[config.mk]
export PLATFORM = sky130hd
export DESIGN_NAME = gtra_ram
export DESIGN_NICKNAME = d
export VERILOG_FILES = /design/src/rtl/gtra_ram.sv
export SDC_FILE = /design/constraint.sdc
export NUM_CORES = 2
export LEC_CHECK = 0
export ABC_AREA = 1
export BUFFER_PORTS_ARGS = -buffer_cell sky130_fd_sc_hd__buf_2
export CAP_MARGIN = 25
export CORE_ASPECT_RATIO = 1.1
export CORE_MARGIN = 4
export CORE_UTILIZATION = 40
export CTS_BUF_LIST = sky130_fd_sc_hd__clkbuf_4 sky130_fd_sc_hd__clkbuf_8
export CTS_CLUSTER_SIZE = 24
export DETAILED_ROUTE_END_ITERATION = 6
export GPL_TIMING_DRIVEN = 1
export HOLD_SLACK_MARGIN = 0.08
export SLEW_MARGIN = 5
export SYNTH_ARGS = -nofsm -noshare
export SYNTH_HDL_FRONTEND = slang
export SYNTH_SLANG_ARGS = --single-unit
[constraint.sdc]
create_clock -name clk -period 2.7 [get_ports clk]
set_input_delay 0.27 -clock clk [delete_from_list [all_inputs] [get_ports clk]]
set_output_delay 0.27 -clock clk [all_outputs]
set_load 0.05 [all_outputs]
[src/rtl/gtra_ram.sv]
module gtra_ram #(
  parameter int WIDTH = 16,
  parameter int DEPTH = 256,
  localparam int AW = (DEPTH > 1) ? $clog2(DEPTH) : 1
) (
  input  logic             clk,
  input  logic             we,
  input  logic [AW-1:0]    waddr,
  input  logic [WIDTH-1:0] wdata,
  input  logic [AW-1:0]    raddr,
  output logic [WIDTH-1:0] rdata
);

  logic [WIDTH-1:0] mem [DEPTH];

  always_ff @(posedge clk) begin
    if (we) begin
      mem[waddr] <= wdata;
    end
    rdata <= mem[raddr];
  end

endmodule
**Word-level counts from Yosys, hierarchy flattened**

Memory sizes are Yosys's and may differ from the RTL's. A register that Yosys moved wholly into a read port is not among the register bits.
Cells that the tools add are included.

- Add/subtract/negate cells: 0
- Multiply operators: 0
- Div/mod/pow operators: 0
- Magnitude comparators: 0
- Eq/ne operators: 0
- Shifts and indexed selects: 0
- Multiplexer cells: 2
- Bitwise logic cells: 0
- Reductions and logical operators: 0

Operators with widths:

| operator | count |
|---|---|
| 1-bit 2-to-1 mux | 2 |

- Bits in registers: 0
- Bits in latches: 0
- RAM bits: 4096
- Memory bits (read-only): 0
- Output and inout bits: 16
- Logic and storage cells: 3
- Memories: 1

Memory list:

| name | words | bits a word | read ports | clocked after Yosys merged registers in | write ports | RTL line | RTL |
|---|---|---|---|---|---|---|---|
| mem | 256 | 16 | 1 | 1 | 1 | 14 | `logic [WIDTH-1:0] mem [DEPTH];` |

**Logic depth before layout (Yosys ltp)**

- Depth after elaboration: 2
- Depth in mapped cells: 15
- Depth with buffers taken out: 11

**Worst setup path after synthesis**

No wires, ideal clock.

- Path kind: input port to flip-flop
- Start: input we
- End: memory mem[162][0] (enable)
- Setup time: 0.388 ns
- Arrival: 1.722 ns
- Required time: 2.312 ns
- Path slack: 0.590 ns
- Stages on the path: 4
- Buffers on the path: 2
- Path through: clkbuf_1 > nand3_1 > clkbuf_1 > nor2_1

- Cells in the longest elaborated chain, start to end: 2

RTL lines:

| item | RTL line | RTL |
|---|---|---|
| start, declared | 7 | `input logic we,` |
| 1-bit 2-to-1 mux | 17 | `if (we) begin` |
| 1-bit 2-to-1 mux (not written as such) | 18 | `mem[waddr] <= wdata;` |
| end, declared | 14 |  |

Every way passes these cells.

**Final worst setup path**

- Start: input waddr[5]
- End: memory mem[140][8] (enable)

RTL lines:

| item | RTL line | RTL |
|---|---|---|
| start, declared | 8 | `input logic [AW-1:0] waddr,` |

No word-level cell before the write port.

==> results.ini <==
[run_status]
status = complete, but fails checks
violations = design-rule violations

[placed_design]
gp_congestion = 0.874
portBuffers = 49
hpwl_um = 303000
post-place-ws_ps = -599
place_inst = 19190
dpl_cell_area_sq_um = 179000

[setup_path]
critPathLaunch = waddr[5]
r2r_slack_ps = 130
crit_path_end_kind = flip-flop
crit_required_ps = 3620
startpoint_type = input port
reg2regPathDepth = 12
path_class = in2reg
arrival_ps = 3570
r2r-end = rdata[7]$_DFF_P_
critPathCapture = mem[140][8]$_DFFE_PP_
reg2reg_from = mem[241][7]$_DFFE_PP_
crit_fanout = 14

[logic_synthesis]
ys_ff_latch = 4112
synth.net_count = 13651
synth_warnings = 0
synthSimpleGateAreaFrac_pct = 22.4
syn_inst = 13617
synth_top_family_by_area = simple AND/OR/NAND/NOR gates
syn_area_sq_um = 166000
synthMuxAreaShare_pct = 0
synth-seq-area-share_pct = 74.4
synth_fa_ha_area_share_pct = 0
synth_xor_area_share_pct = 0
synth_compound_area_share_pct = 0
synth_area_per_cell_sq_um = 12.2
synth.distinct_cells = 15

[clocking]
cts.sinks = 4112
ctsLongestPathBuffers = 4
cts_tree = built
cts.htree.levels = 6
clk_pin_slew_ps = 60
root_buffer = clkbuf_8
clock_latency_ps = 1220
cts_inserted_buffers = 626

[sta]
hold_viol_final = 0
fmax_ghz = 0.378
tightestPinTransition_ps = 1080
period_minus_slack_ps = 2640
skew_ps = 72.8
slew_headroom_pct = 28.2
period_share_pct = 97.9
tns_ps = 0
rsz0062_at_grt = false
timing.final.ws_setup_ps = 55.4
finalSetupViolations = 0
slew_viol_final = 0

[layout]
layout_commonest_cell = nand2_1
layout-drive-gt1-share_pct = 13.6
stdcell_area_sq_um = 191000
final_core_utilization_pct = 46.5
nets = 14430
instances_no_fill = 20378
area_growth_pct = 15.5
layout_common_cells = nand2_1 (4,195), edfxtp_1 (4,096), nand3_1 (4,034), buf_4 (701), clkbuf_8 (634)

[floorplan]
die_w_um = 622
initial_core_util_pct = 40.2
fp.dieH_um = 683
ioPinCount = 50
rows = 247
die-area_sq_um = 425000
design.core.area_sq_um = 412000

[global_route]
grt_pass1_vias = 105024
grt_pass1_wl_um = 726000
grt_antenna_before_repair = 38
grt_overflow = 0
grt_max_degree = 111
grtUsageTotal_pct = 23.0

[detailed_routing]
drc = 1
drt-pass1-iter-count = 7
antenna_left = 0
detail_route.wl_per_cell_um = 24.6
drt_iter0_markers = 13565
routed-via-count = 111165
routed_wl_um = 501000
routed_via_density = 5.46

[pwr]
powerDensity_nw_per_um2 = 677
vdd_ir_drop_max_v = 0.000457
p_leak_nw = 67.7

[job]
maxCapViolations = 0

[worst_hold_path]
hold_path_class = in2reg

[timing repair]
| action | in CTS | in global routing |
|---|---|---|
| setup buffers | 0 | 0 |
| endpoints found under the setup margin | 5 | 16 |
| gates resized for setup | 5 | 2 |
| cloned | 0 | 0 |
| hold endpoints to repair | 5650 | 0 |
| hold buffers | 56 | 0 |
[cell type report]
type                    instances  area [sq um]
diodes                         33          82.6
clock buffers                 828         10200
clock inverters               271          1660
fillers                     36462        221000
inverters                      39           199
multi-input cells            8529         37100
flip-flops and latches       4112        123000
well taps                    5478          6850
repair buffers               1088         12000
[Yosys cell counts]
master | count | area share (%)
nand2_1 | 4211 | 9.5
clkbuf_1 | 154 | 0.35
dfxtp_1 | 16 | 0.19
nand3_1 | 4035 | 12
buf_2 | 495 | 1.5
inv_1 | 35 | 0.079
buf_8 | 1 | 0.0091
inv_4 | 2 | 0.0075
edfxtp_1 | 4096 | 74
inv_2 | 2 | 0.0045
buf_12 | 1 | 0.012
buf_6 | 53 | 0.36
buf_4 | 163 | 0.74
nor2_1 | 283 | 0.64
buf_1 | 70 | 0.16
[power breakdown]
group          internal (mW)  switching, mW
registers               70.4          0.178
clock network           25.3           24.4
logic                   2.67           6.77
[critical path, cell delays in order]
cell	delay [ps]
dlygate4sd3_1	620
buf_2	180
nor2_1	90
dlygate4sd3_1	590
nand2_1	70
dlygate4sd3_1	680
nor2_1	210
dlygate4sd3_1	670
buf_12	180
[cells by family (layout without fill, tap and decap cells)]
family | Yosys count | after routing
simple gates | 8529 | 8529
flops | 4112 | 4112
buf+inv | 976 | 2226
other cells | 0 | 33
[how the worst min path moves through the flow]
stage	endpoint	startpoint	cells after the start	slack, ps
after detailed placement	mem[211][6]$_DFFE_PP_	wdata[6]	1	580
after global placement	mem[211][6]$_DFFE_PP_	wdata[6]	1	590
final	mem[209][3]$_DFFE_PP_	wdata[3]	2	170
after global routing	mem[127][9]$_DFFE_PP_	wdata[9]	2	130
after CTS	mem[198][3]$_DFFE_PP_	wdata[3]	2	80
after floorplan	mem[0][0]$_DFFE_PP_	wdata[0]	0	370
[sequential cells by signal, indices dropped and copies added, names as in the netlist]
signal / flops
mem: 4096
rdata: 16
[layer usage]
layer / up-vias / track usage, % / part of all wire [%]
li1: 50270 / - / -
met1: 54793 / 30.7 / 40
met2: 5121 / 37.1 / 47
met3: 969 / 3.92 / 8.6
met4: 12 / 10.0 / 4.6
met5: - / 0 / 0.014
[per-stage QoR]
stage               hold WS, ps  total power, mW
floorplan                   369             76.2
global placement            585             81.1
detailed placement          583             81.1
CTS                        82.8              130
global route                133              134
finish                      172              130
(Power assumes the default switching activity.)
